[config.mk]
export PLATFORM = sky130hd
export DESIGN_NAME = flow_sensor_validity_qualifier_unit_flat
export DESIGN_NICKNAME = d
export VERILOG_FILES = /design/src/sv/fsvq_pkg.sv /design/src/sv/fsvq_if.sv /design/src/sv/flow_sensor_validity_qualifier_unit.sv /design/src/sv/fsvq_cfg_regs.sv /design/src/sv/fsvq_core.sv /design/src/flat_wrapper.sv
export SDC_FILE = /design/constraint.sdc
export NUM_CORES = 1
export LEC_CHECK = 0
export ABC_AREA = 1
export BUFFER_PORTS_ARGS = -buffer_cell sky130_fd_sc_hd__buf_2
export CAP_MARGIN = 20
export CORE_ASPECT_RATIO = 0.9
export CORE_MARGIN = 2
export CORE_UTILIZATION = 50
export CTS_BUF_LIST = sky130_fd_sc_hd__clkbuf_8
export CTS_CLUSTER_SIZE = 40
export DETAILED_ROUTE_END_ITERATION = 10
export HOLD_SLACK_MARGIN = 0.1
export PLACE_DENSITY = 0.79
export SLEW_MARGIN = 25
export SYNTH_ARGS = -nofsm -noshare
export SYNTH_HDL_FRONTEND = slang
export SYNTH_HIERARCHICAL = 1
export SYNTH_SLANG_ARGS = --single-unit
[constraint.sdc]
create_clock -name clk -period 3.6 [get_ports clk]
set_input_delay 0.36 -clock clk [delete_from_list [all_inputs] [get_ports clk]]
set_output_delay 0.36 -clock clk [all_outputs]
set_load 0.005 [all_outputs]
[src/sv/fsvq_pkg.sv]
// Types and constants shared by the flow sensor validity qualifier.
// No dependencies; every other file of the block imports this package.
`default_nettype none

package fsvq_pkg;

    // Configuration register indexes
    localparam logic [1:0] CFG_QUALITY_THRESHOLD  = 2'd0;
    localparam logic [1:0] CFG_QUALITY_QUALIFY_MS = 2'd1;
    localparam logic [1:0] CFG_HEIGHT_LIMIT_CM    = 2'd2;
    localparam logic [1:0] CFG_HEIGHT_QUALIFY_MS  = 2'd3;

    // Reset values of the configuration registers
    localparam logic [7:0]  QUALITY_THRESHOLD_RST  = 8'd50;
    localparam logic [15:0] QUALITY_QUALIFY_MS_RST = 16'd500;
    localparam logic [15:0] HEIGHT_LIMIT_CM_RST    = 16'd600;
    localparam logic [10:0] HEIGHT_QUALIFY_MS_RST  = 11'd1000;

    // Quality timer saturates here
    localparam logic [9:0] QTIMER_MAX = 10'd1023;

    // Height timer width, signed: spans -2048 to 2047, enough for qualify times up to 1793 plus one tick
    localparam int HTIMER_W = 12;

    typedef struct packed {
        logic [7:0]  tick_ms;
        logic        primary_present;
        logic        fused_present;
        logic [7:0]  primary_quality;
        logic [15:0] primary_height_cm;
        logic [7:0]  fused_quality;
        logic [15:0] fused_height_cm;
        logic        position_hold;
        logic        uwb_online;
        logic        camera_offline;
    } fsvq_item_t;

    typedef struct packed {
        logic        flow_enable;
        logic        flow_height_enable;
        logic        uwb_enable;
        logic        camera_enable;
        logic [15:0] valid_height_cm;
    } fsvq_result_t;

    typedef struct packed {
        logic [1:0]  reg_index;
        logic [15:0] wdata;
    } fsvq_cfg_wr_t;

    typedef struct packed {
        logic [7:0]  quality_threshold;
        logic [15:0] quality_qualify_ms;
        logic [15:0] height_limit_cm;
        logic [10:0] height_qualify_ms;
    } fsvq_cfg_t;

endpackage

`default_nettype wire

[src/sv/fsvq_if.sv]
// Valid/ready channel interfaces for tick items, results and register writes.
// Depends on fsvq_pkg for the payload types.
`default_nettype none

interface fsvq_item_if;
    import fsvq_pkg::*;
    logic       valid;
    logic       ready;
    fsvq_item_t data;
    modport source (output valid, output data, input ready);
    modport sink (input valid, input data, output ready);
endinterface

interface fsvq_result_if;
    import fsvq_pkg::*;
    logic         valid;
    logic         ready;
    fsvq_result_t data;
    modport source (output valid, output data, input ready);
    modport sink (input valid, input data, output ready);
endinterface

interface fsvq_cfg_if;
    import fsvq_pkg::*;
    logic         valid;
    logic         ready;
    fsvq_cfg_wr_t data;
    modport source (output valid, output data, input ready);
    modport sink (input valid, input data, output ready);
endinterface

`default_nettype wire

[src/sv/flow_sensor_validity_qualifier_unit.sv]
// Top level of the flow sensor validity qualifier: input register, core, result register.
// Depends on fsvq_pkg, fsvq_if, fsvq_cfg_regs and fsvq_core.
//
//   channel  role    payload         width
//   item     sink    fsvq_item_t     61
//   result   source  fsvq_result_t   20
//   cfg      sink    fsvq_cfg_wr_t   18
//
// One tick per cycle sustained while the result side is ready; each item passes the input
// register and then the result register before its result is offered.
// The state loop of fsvq_core closes through its state registers, between the input and result registers.
// Reset clears all qualification state and loads the register defaults.
// A stalled result holds in the result register; one more item waits in the input register.
`default_nettype none

module flow_sensor_validity_qualifier_unit
    import fsvq_pkg::*;
(
    input  wire logic  clk,
    input  wire logic  rst_n,
    fsvq_item_if.sink      item,
    fsvq_result_if.source  result,
    fsvq_cfg_if.sink       cfg
);

    logic         in_valid_reg;
    fsvq_item_t   in_data_reg;
    logic         out_valid_reg;
    fsvq_result_t out_data_reg;
    fsvq_cfg_t    regs;
    fsvq_result_t core_res;
    logic         advance;
    logic         step;

    // Pipeline flow control
    assign advance    = ~out_valid_reg | result.ready;
    assign step       = in_valid_reg & advance;
    assign item.ready = ~in_valid_reg | advance;

    assign result.valid = out_valid_reg;
    assign result.data  = out_data_reg;

    fsvq_cfg_regs u_cfg_regs (
        .clk   (clk),
        .rst_n (rst_n),
        .cfg   (cfg),
        .regs  (regs)
    );

    fsvq_core u_core (
        .clk   (clk),
        .rst_n (rst_n),
        .step  (step),
        .item  (in_data_reg),
        .regs  (regs),
        .res   (core_res)
    );

    // Input register
    always_ff @(posedge clk or negedge rst_n)
    begin
        if (!rst_n)
            in_valid_reg <= 1'b0;
        else if (item.ready)
            in_valid_reg <= item.valid;
    end

    always_ff @(posedge clk)
    begin
        if (item.valid && item.ready)
            in_data_reg <= item.data;
    end

    // Result register
    always_ff @(posedge clk or negedge rst_n)
    begin
        if (!rst_n)
            out_valid_reg <= 1'b0;
        else if (advance)
            out_valid_reg <= in_valid_reg;
    end

    always_ff @(posedge clk)
    begin
        if (step)
            out_data_reg <= core_res;
    end

endmodule

`default_nettype wire

[src/sv/fsvq_cfg_regs.sv]
// Configuration register file: four threshold and qualify-time registers.
// Depends on fsvq_pkg and fsvq_cfg_if.
`default_nettype none

module fsvq_cfg_regs
    import fsvq_pkg::*;
(
    input  wire logic   clk,
    input  wire logic   rst_n,
    fsvq_cfg_if.sink    cfg,
    output fsvq_cfg_t   regs
);

    fsvq_cfg_t regs_reg;
    fsvq_cfg_t regs_next;

    // Writes are always taken
    assign cfg.ready = 1'b1;
    assign regs      = regs_reg;

    // Register select
    always_comb
    begin
        regs_next = regs_reg;
        if (cfg.valid)
        begin
            case (cfg.data.reg_index)
                CFG_QUALITY_THRESHOLD:  regs_next.quality_threshold  = cfg.data.wdata[7:0];
                CFG_QUALITY_QUALIFY_MS: regs_next.quality_qualify_ms = cfg.data.wdata;
                CFG_HEIGHT_LIMIT_CM:    regs_next.height_limit_cm    = cfg.data.wdata;
                CFG_HEIGHT_QUALIFY_MS:  regs_next.height_qualify_ms  = cfg.data.wdata[10:0];
                default:                regs_next = regs_reg;
            endcase
        end
    end

    always_ff @(posedge clk or negedge rst_n)
    begin
        if (!rst_n)
        begin
            regs_reg.quality_threshold  <= QUALITY_THRESHOLD_RST;
            regs_reg.quality_qualify_ms <= QUALITY_QUALIFY_MS_RST;
            regs_reg.height_limit_cm    <= HEIGHT_LIMIT_CM_RST;
            regs_reg.height_qualify_ms  <= HEIGHT_QUALIFY_MS_RST;
        end
        else
        begin
            regs_reg <= regs_next;
        end
    end

endmodule

`default_nettype wire

[src/sv/fsvq_core.sv]
// Qualification state and per-tick decision logic.
// Depends on fsvq_pkg; state advances once for each item taken from the input register.
`default_nettype none

module fsvq_core
    import fsvq_pkg::*;
(
    input  wire logic   clk,
    input  wire logic   rst_n,
    input  wire logic   step,
    input  wire fsvq_item_t item,
    input  wire fsvq_cfg_t  regs,
    output fsvq_result_t res
);

    logic [9:0]                 qtimer_reg, qtimer_next;
    logic                       qgood_reg, qgood_next;
    logic signed [HTIMER_W-1:0] htimer_reg, htimer_next;
    logic                       hgood_reg, hgood_next;
    logic                       hhold_reg, hhold_next;
    logic [15:0]                lheight_reg, lheight_next;

    logic                       present;
    logic [7:0]                 qual;
    logic [15:0]                height;
    logic [10:0]                qsum;
    logic signed [HTIMER_W-1:0] tick_s;
    logic signed [HTIMER_W-1:0] hq_s;

    // Source select: primary first
    assign present = item.primary_present | item.fused_present;
    assign qual    = item.primary_present ? item.primary_quality   : item.fused_quality;
    assign height  = item.primary_present ? item.primary_height_cm : item.fused_height_cm;
    assign qsum    = {1'b0, qtimer_reg} + {3'b000, item.tick_ms};
    assign tick_s  = $signed({{(HTIMER_W-8){1'b0}}, item.tick_ms});
    assign hq_s    = $signed({{(HTIMER_W-11){1'b0}}, regs.height_qualify_ms});

    always_comb
    begin
        qtimer_next  = qtimer_reg;
        qgood_next   = qgood_reg;
        htimer_next  = htimer_reg;
        hgood_next   = hgood_reg;
        hhold_next   = hhold_reg;
        lheight_next = lheight_reg;
        res.flow_enable        = 1'b0;
        res.flow_height_enable = 1'b0;

        if (present)
        begin
            // Quality: must persist, any bad sample clears
            if (qual > regs.quality_threshold)
            begin
                if ({6'd0, qtimer_reg} < regs.quality_qualify_ms)
                    qtimer_next = qsum[10] ? QTIMER_MAX : qsum[9:0];
                else
                    qgood_next = 1'b1;
            end
            else
            begin
                qtimer_next = '0;
                qgood_next  = 1'b0;
            end

            // Height: count up while valid, down while invalid
            if (height < regs.height_limit_cm)
            begin
                lheight_next = height;
                if (htimer_reg < hq_s)
                    htimer_next = htimer_reg + tick_s;
                else
                begin
                    hgood_next = 1'b1;
                    hhold_next = 1'b1;
                end
            end
            else
            begin
                if (htimer_reg > $signed({HTIMER_W{1'b0}}))
                    htimer_next = htimer_reg - tick_s;
                else
                begin
                    hgood_next = 1'b0;
                    hhold_next = 1'b0;
                end
            end

            // Position hold gates both enables
            if (item.position_hold)
                res.flow_enable = hgood_next & qgood_next;
            else
                hhold_next = 1'b0;
            res.flow_height_enable = hhold_next;
        end

        res.uwb_enable      = item.uwb_online & item.position_hold;
        res.camera_enable   = ~item.camera_offline & item.position_hold;
        res.valid_height_cm = lheight_next;
    end

    always_ff @(posedge clk or negedge rst_n)
    begin
        if (!rst_n)
        begin
            qtimer_reg  <= '0;
            qgood_reg   <= 1'b0;
            htimer_reg  <= '0;
            hgood_reg   <= 1'b0;
            hhold_reg   <= 1'b0;
            lheight_reg <= '0;
        end
        else if (step)
        begin
            qtimer_reg  <= qtimer_next;
            qgood_reg   <= qgood_next;
            htimer_reg  <= htimer_next;
            hgood_reg   <= hgood_next;
            hhold_reg   <= hhold_next;
            lheight_reg <= lheight_next;
        end
    end

endmodule

`default_nettype wire

[src/flat_wrapper.sv]
// flat-port wrapper written by rule: the top's interface ports become plain ports
module flow_sensor_validity_qualifier_unit_flat import fsvq_pkg::*;
  (clk, rst_n, item_valid, item_data, item_ready, result_valid, result_data, result_ready, cfg_valid, cfg_data, cfg_ready);
  fsvq_item_if item_i ();
  fsvq_result_if result_i ();
  fsvq_cfg_if cfg_i ();
  input  wire logic clk;
  input  wire logic rst_n;
  input wire logic [$bits(item_i.valid)-1:0] item_valid;
  input wire logic [$bits(item_i.data)-1:0] item_data;
  output wire logic [$bits(item_i.ready)-1:0] item_ready;
  output wire logic [$bits(result_i.valid)-1:0] result_valid;
  output wire logic [$bits(result_i.data)-1:0] result_data;
  input wire logic [$bits(result_i.ready)-1:0] result_ready;
  input wire logic [$bits(cfg_i.valid)-1:0] cfg_valid;
  input wire logic [$bits(cfg_i.data)-1:0] cfg_data;
  output wire logic [$bits(cfg_i.ready)-1:0] cfg_ready;
  assign item_i.valid = item_valid;
  assign item_i.data = item_data;
  assign item_ready = item_i.ready;
  assign result_valid = result_i.valid;
  assign result_data = result_i.data;
  assign result_i.ready = result_ready;
  assign cfg_i.valid = cfg_valid;
  assign cfg_i.data = cfg_data;
  assign cfg_ready = cfg_i.ready;
  flow_sensor_validity_qualifier_unit u_core (.clk(clk), .rst_n(rst_n), .item(item_i), .result(result_i), .cfg(cfg_i));
endmodule
==> results of run 1 <==
==> logic make-up after synthesis <==
| logic type | after synthesis | synth area share, % |
|---|---|---|
| buf+inv | 126 | 6.26 |
| xor+xnor | 20 | 1.91 |
| fa+ha+maj | 64 | 8.91 |
| mux | 1 | 0.109 |
| other cells | 1 | 0.0409 |
| flops | 175 | 52.5 |
| compound gates | 94 | 5.61 |
| simple gates | 515 | 24.7 |
==> synthesized netlist by cell type (3+ instances only) <==
cell type | instances | area [um2]
nor3_1 | 8 | 40.0
nand2_2 | 24 | 150
nand3_4 | 3 | 52.6
o31ai_1 | 3 | 22.5
a21oi_1 | 35 | 175
ha_1 | 62 | 776
nand2_1 | 352 | 1320
xnor2_1 | 6 | 52.6
buf_4 | 6 | 45.0
inv_2 | 4 | 15.0
buf_6 | 8 | 90.1
nor2_1 | 37 | 139
nand3_1 | 33 | 165
clkbuf_1 | 7 | 26.3
buf_2 | 12 | 60.1
dfstp_2 | 19 | 499
edfxtp_1 | 81 | 2430
a211oi_1 | 4 | 30.0
dfrtp_1 | 75 | 1880
o21ai_1 | 17 | 85.1
o21ai_0 | 25 | 125
inv_1 | 88 | 330
nand4_1 | 47 | 294
xor2_1 | 14 | 123
==> through the flow <==
stage	std cells	area, um2	total power [mW]
detailed placement	1321	9880	5.09
CTS	1417	11000	6.62
floorplan	996	9160	4.49
global placement	1321	9880	5.00
global route	1430	11400	7.39
finish	1430	11400	6.90
==> what timing repair did <==
item                                    4_1_cts  5_1_grt
hold buffers                                 63        0
resized for setup                             3       75
hold endpoints to repair                     90        0
endpoints found under the setup margin        3        6
pin swaps                                     1       24
cloned                                        0        2
buffers inserted                              1       11
==> placed cells by master, fill, tap and decap left out, types with 33 or more instances in the layout <==
cell type and count:
nand2_1 334, buf_2 104, inv_1 85, edfxtp_1 81, dfrtp_1 75, dlygate4sd3_1 63, ha_1 53, nand4_1 47
nand2_2 37, nor2_1 33
==> worst register-to-register path, stage by stage (launching register included) <==
cell	delay (ns)
edfxtp_1	0.51
buf_6	0.17
inv_4	0.08
nand2_1	0.07
nand2_2	0.08
ha_1	0.24
nand2_1	0.12
nor2_1	0.07
a211oi_2	0.22
nand2_2	0.12
nand2_4	0.16
nand2_8	0.09
a21oi_2	0.12
xor2_1	0.17
ha_1	0.31
a21oi_2	0.18
o21ai_2	0.08
nand2_1	0.06
nand2_1	0.06
nor2_2	0.14
inv_1	0.07
nand2_1	0.06
nand2_1	0.05
inv_1	0.07
nand2_1	0.05
nand2_1	0.06
nand2_1	0.05
==> where the power goes <==
part	internal [mW]	switching [mW]	leakage (nW)
Combinational	1.09	1.53	3.37
Clock	0.654	0.814	0.207
Sequential	2.52	0.305	1.93
==> metal layers <==
metal | vias to the layer above | share of wire, %
met5 | - | 0.058
met3 | 31 | 5.6
met2 | 241 | 48
li1 | 3665 | -
met1 | 3504 | 44
met4 | 2 | 1.5
==> worst min path at each step <==
stage	slack, ns	start	end
CTS	0.14	cfg_data[5]	u_core/u_cfg_regs/regs[5]
detailed placement	0.39	rst_n	u_core/u_cfg_regs/regs[28]
floorplan	0.06	rst_n	u_core/in_valid_reg
global route	0.14	cfg_data[8]	u_core/u_cfg_regs/regs[35]
finish	0.16	cfg_data[8]	u_core/u_cfg_regs/regs[35]
global placement	0.39	rst_n	u_core/u_cfg_regs/regs[30]
==> area by class of cell <==
| cell class | instances | area [um2] |
|---|---|---|
| clock inverter | 15 | 200 |
| multi-input combinational | 696 | 4080 |
| timing repair buffer | 193 | 1390 |
| clock buffer | 17 | 234 |
| fill | 1316 | 6410 |
| timing repair inverter | 1 | 6.26 |
| tap | 240 | 300 |
| inverter | 93 | 359 |
| sequential | 175 | 4810 |
==> run_results.csv, run 1 <==
group,metric,value,unit
finish,largest_reg_flops,61,
worst_setup_path,critPathKind,"reg2reg",
finish,diodes,0,
worst_setup_path,cp_num_buf_inv,4,
global_routing,antenna_found_initial,1,
worst_setup_path,crit_path_max_fanout,7,
floorplan,row_count,46,
global_routing,grt_max_degree,56,
worst_setup_path,crit_start,"u_core/in_data_reg[52]",
logic_synthesis,synth_edf_count,81,
routing,vias_per_cell,5.20,
routing,drc,0,
worst_setup_path,crit_family,"simple AND/OR/NAND/NOR gates",
cts,cts.path.max_buffers,2,
worst_setup_path,cpMaxStageDelayCell,"edfxtp_1",
finish,finalNetCount,1325,
pwr,cellPowerDensity,607,mW/mm2
worst_setup_path,crit_arrival,3.93,ns
global_routing,gr-total-overflow,0,
routing,postRouteWirelength,22.5,mm
finish,layout-drive-gt1-share,22.9,%
worst_setup_path,endpoint,"u_core/u_core/htimer_reg[11]",
worst_setup_path,r2r-end,"u_core/u_core/htimer_reg[11]",
cts,cts_tree,"built",
sta,setup_viol,0,
sta,period_needed,3.57,ns
routing,num_vias,7443,
logic_synthesis,async_flop_share,53.7,%
worst_setup_path,endpoint_kind,"flop",
finish,area_growth,24.2,%
logic_synthesis,yosysUniqueCellTypes,45,
worst_setup_path,cpPeakStageDelay,0.51,ns
sta,finalClockSkew,0.0157,ns
sta,max_freq,0.280,GHz
status,status,"complete, no violations",
worst_setup_path,r2r_start,"u_core/in_data_reg[52]",
worst_setup_path,crit_required,3.96,ns
floorplan,die_h,132,um
global_routing,grt_pass1_wl,35.0,mm
routing,drt_first_pass_iters,5,
worst_setup_path,cp.depth,26,
global_routing,grt_use_met1,30.7,%
placed_design,dp_hpwl,14.7,mm
worst_setup_path,start_kind,"flop",
logic_synthesis,ys_seq_area_share,52.5,%
logic_synthesis,synth_ff_type,"edfxtp_1",
routing,ant_nets,0,
placed_design,post-place-ws,-0.0238,ns
floorplan,die_w,147,um
floorplan,dieArea,0.0194,mm2
logic_synthesis,avgSynthCellArea,9.20,um2
logic_synthesis,ys_ff_latch,175,
floorplan,io_pins,107,
worst_hold_path,hold_class,"in2reg",
finish,postLayoutCoreUtil,64.0,%
sta,worstMarginPinSlew,0.997,ns
pwr,ir_worst_vdd,0.000278,V
placed_design,portBuffers,105,
cts,cts.clk_slew.worst_paths,0.10,ns
floorplan,core,0.0178,mm2
sta,period_share,99.2,%
placed_design,gp_congestion,0.869,
cts,numCtsBuffers,17,
pwr,leakagePower,5.50,nW
sta,fin_ws,0.0290,ns
logic_synthesis,synth_warnings,6,
global_routing,grt_usage,22.5,%
sta,fin_hold_ws,0.156,ns
worst_setup_path,rr_worst_depth,26,
cts,clk_latency,0.47,ns
cts,h-tree-depth,4,
run,max-cap-violations,0,
routing,wl_per_cell,15.8,um
sta,slew_headroom,33.5,%
cts,cts_sinks,175,
sta,rsz0062_at_grt,"yes",
logic_synthesis,synthesis.nets,1144,
global_routing,met3_usage,4.81,%
worst_setup_path,cp_common_cell,"nand2_1",
logic_synthesis,syn_inst,996,
cts,cts-root-buf,"clkbuf_8",
global_routing,busiest_layer,"met2",
global_routing,grt_use_met2,36.5,%
sta,hold_violations,0,
sta,setup_tns,0,ns
worst_hold_path,hold_depth,3,
logic_synthesis,synthesis.area,0.00916,mm2
worst_setup_path,r2r_setup_slack,0.03,ns
routing,drt_first_iter_violations,810,
sta,slew_violations,0,
global_routing,grt_pass1_vias,7121,
floorplan,start_util,51.5,%
Power figures use the tool's default switching activity.
==> inputs of run 2 (changes only) <==
- CORE_UTILIZATION: 50 -> 55
- PLACE_DENSITY: 0.79 -> 0.85
==> run 2 against run 1 <==
Effect of this change: the run now ends with DRC left; sequential power is essentially flat; global-route usage rose by 3.3 points; first-iteration DRC count increased by 33%; die area is 8.8% lower; fmax grew 0.58%; power hardly changed; non-clock buffer count shrank 3; worst hold slack better by 0.0084 ns; highest routed layer is now met4.
==> run_results.csv, run 2 (synthesized netlist as in run 1, its figures left out) <==
group,metric,value,unit
status,status,"finished with violations",
status,violations,"DRC",
worst_setup_path,endpoint,"u_core/u_core/htimer_reg[6]",
worst_setup_path,endpoint_kind,"flop",
sta,period_share,98.6,%
sta,setup_tns,0,ns
pwr,p_sw,2.64,mW
floorplan,dieArea,0.0177,mm2
global_routing,gr-total-overflow,0,
worst_setup_path,start_kind,"flop",
finish,area_growth,22.2,%
floorplan,row_count,44,
placed_design,dp_hpwl,14.5,mm
worst_hold_path,hold_class,"in2reg",
routing,drt_first_iter_violations,1080,
placed_design,portBuffers,105,
pwr,internal_power,4.27,mW
finish,largest_reg_flops,61,
floorplan,io_pins,107,
cts,clk_latency,0.47,ns
routing,ant_nets,0,
global_routing,grt_pass1_vias,7530,
worst_setup_path,crit_path_max_fanout,16,
worst_setup_path,worstPathCellList,"clkinv_4 -> nand2_1 -> nand2_1 -> ha_1 -> nand2_1 -> nor2_1 -> a211oi_2 -> nand2_2 -> nand2_4 -> nand2_8 -> inv_4 -> o21ai_1 -> xor2_1 -> ha_1 -> a21oi_2 -> o21ai_1 -> a21oi_1 -> buf_4 -> xor2_1 -> o21ai_1",
pwr,clkPwrFrac,20.9,%
sta,fin_hold_ws,0.165,ns
routing,wl_met1,9.64,mm
sta,period_needed,3.55,ns
sta,slew_violations,0,
global_routing,grt_pass1_wl,36.1,mm
worst_setup_path,crit_start,"u_core/in_data_reg[52]",
cts,cts_tree,"built",
routing,wl_met2,11.2,mm
pwr,netSwitchingFraction,38.2,%
worst_setup_path,rr_worst_depth,20,
cts,cts.clk_slew.worst_paths,0.10,ns
worst_setup_path,critPathKind,"reg2reg",
cts,numCtsBuffers,17,
routing,vias_per_cell,5.58,
placed_design,gp_congestion,0.935,
routing,num_vias,7780,
worst_setup_path,cpPeakStageDelay,0.46,ns
sta,finalClockSkew,0.0186,ns
finish,layout_common_cells,"nand2_1, buf_2, inv_1",
floorplan,start_util,56.4,%
routing,wl_met3,1.85,mm
worst_setup_path,crit_arrival,3.87,ns
finish,fin_cells,1394,
sta,setup_viol,0,
sta,worstMarginPinSlew,1.01,ns
cts,cts_sinks,175,
worst_setup_path,cp.depth,20,
cts,cts.path.max_buffers,2,
run,max-cap-violations,0,
sta,max_freq,0.282,GHz
worst_setup_path,cp_num_buf_inv,3,
global_routing,grt_usage,25.8,%
routing,drc,6,
pwr,combPwrFrac,38.2,%
worst_setup_path,r2r_setup_slack,0.05,ns
pwr,power_frac_seq,40.9,%
floorplan,die_h,126,um
pwr,ir_worst_vdd,0.000343,V
cts,h-tree-depth,4,
pwr,leakagePower,5.45,nW
floorplan,core,0.0162,mm2
worst_setup_path,cpMaxStageDelayCell,"edfxtp_1",
global_routing,antenna_found_initial,0,
routing,drt_first_pass_iters,9,
worst_setup_path,r2r_start,"u_core/in_data_reg[52]",
sta,hold_violations,0,
pwr,cellPowerDensity,617,mW/mm2
cts,cts-root-buf,"clkbuf_8",
placed_design,place_inst,1284,
worst_setup_path,crit_family,"compound AO/OA/AOI/OAI gates",
worst_setup_path,crit_required,3.92,ns
finish,layout-drive-gt1-share,21.8,%
global_routing,grt_max_degree,81,
routing,postRouteWirelength,23.6,mm
routing,top_layer,"met4",
sta,slew_headroom,32.6,%
floorplan,die_w,140,um
worst_setup_path,r2r-end,"u_core/u_core/htimer_reg[6]",
finish,final_common_cell,"nand2_1",
routing,wl_per_cell,16.9,um
finish,finalNetCount,1321,
finish,postLayoutCoreUtil,68.9,%
run 2: final cells by class:
cell class | instances | area [um2]
Sequential cell | 175 | 4810
Fill cell | 1149 | 5050
Clock buffer | 18 | 248
Tap cell | 207 | 259
Antenna cell | 1 | 2.50
Multi-Input combinational cell | 696 | 4000
Inverter | 93 | 359
Clock inverter | 14 | 170
Timing Repair Buffer | 190 | 1340
run 2: worst min-delay path by stage:
stage                               startpoint                         end  cells after the start
floorplan                                rst_n         u_core/in_valid_reg                      0
global placement    u_core/u_cfg_regs/regs[47]  u_core/u_cfg_regs/regs[47]                      2
detailed placement  u_core/u_cfg_regs/regs[33]  u_core/u_cfg_regs/regs[33]                      2
CTS                                cfg_data[5]  u_core/u_cfg_regs/regs[48]                      3
global route                       cfg_data[8]  u_core/u_cfg_regs/regs[35]                      3
finish                             cfg_data[4]  u_core/u_cfg_regs/regs[47]                      3
run 2: stage by stage:
step / power [mW] / worst slack, ns / area, um2
2_1_floorplan: 4.49 / 0.157 / 9160
3_3_place_gp: 4.99 / 0.157 / 9800
3_5_place_dp: 5.08 / 0.0309 / 9800
4_1_cts: 6.60 / 0.0254 / 10900
5_1_grt: 7.38 / -0.140 / 11200
6_report: 6.91 / 0.0496 / 11200
run 2: worst reg2reg max path: stages (launching register included):
cell	delay, ns
edfxtp_1	0.46
clkinv_4	0.17
nand2_1	0.11
nand2_1	0.08
ha_1	0.29
nand2_1	0.11
nor2_1	0.07
a211oi_2	0.26
nand2_2	0.12
nand2_4	0.15
nand2_8	0.09
inv_4	0.08
o21ai_1	0.07
xor2_1	0.15
ha_1	0.39
a21oi_2	0.16
o21ai_1	0.10
a21oi_1	0.17
buf_4	0.14
xor2_1	0.15
o21ai_1	0.08
run 2: timing repair:
action                                  4_1_cts  5_1_grt
gates cloned                                  0        1
hold endpoints to repair                    102        0
pin swaps                                     1       15
endpoints found under the setup margin        3        7
hold buffers                                 63        0
buffers inserted                              2       12
gates resized for setup                       3       50
run 2: metal layers:
metal	GRT usage (%)	vias to the layer above
met2	41.7	393
met1	34.0	3641
met4	11.2	0
met5	0	-
met3	5.47	91
li1	-	3655
run 2: power by group through the flow:
stage	sequential, mW	combinational (mW)	clock [mW]
after detailed placement	2.84	2.24	0
after global placement	2.82	2.16	0
after CTS	2.80	2.34	1.45
after floorplan	2.75	1.74	0
final	2.82	2.64	1.44
after global routing	2.86	2.98	1.54
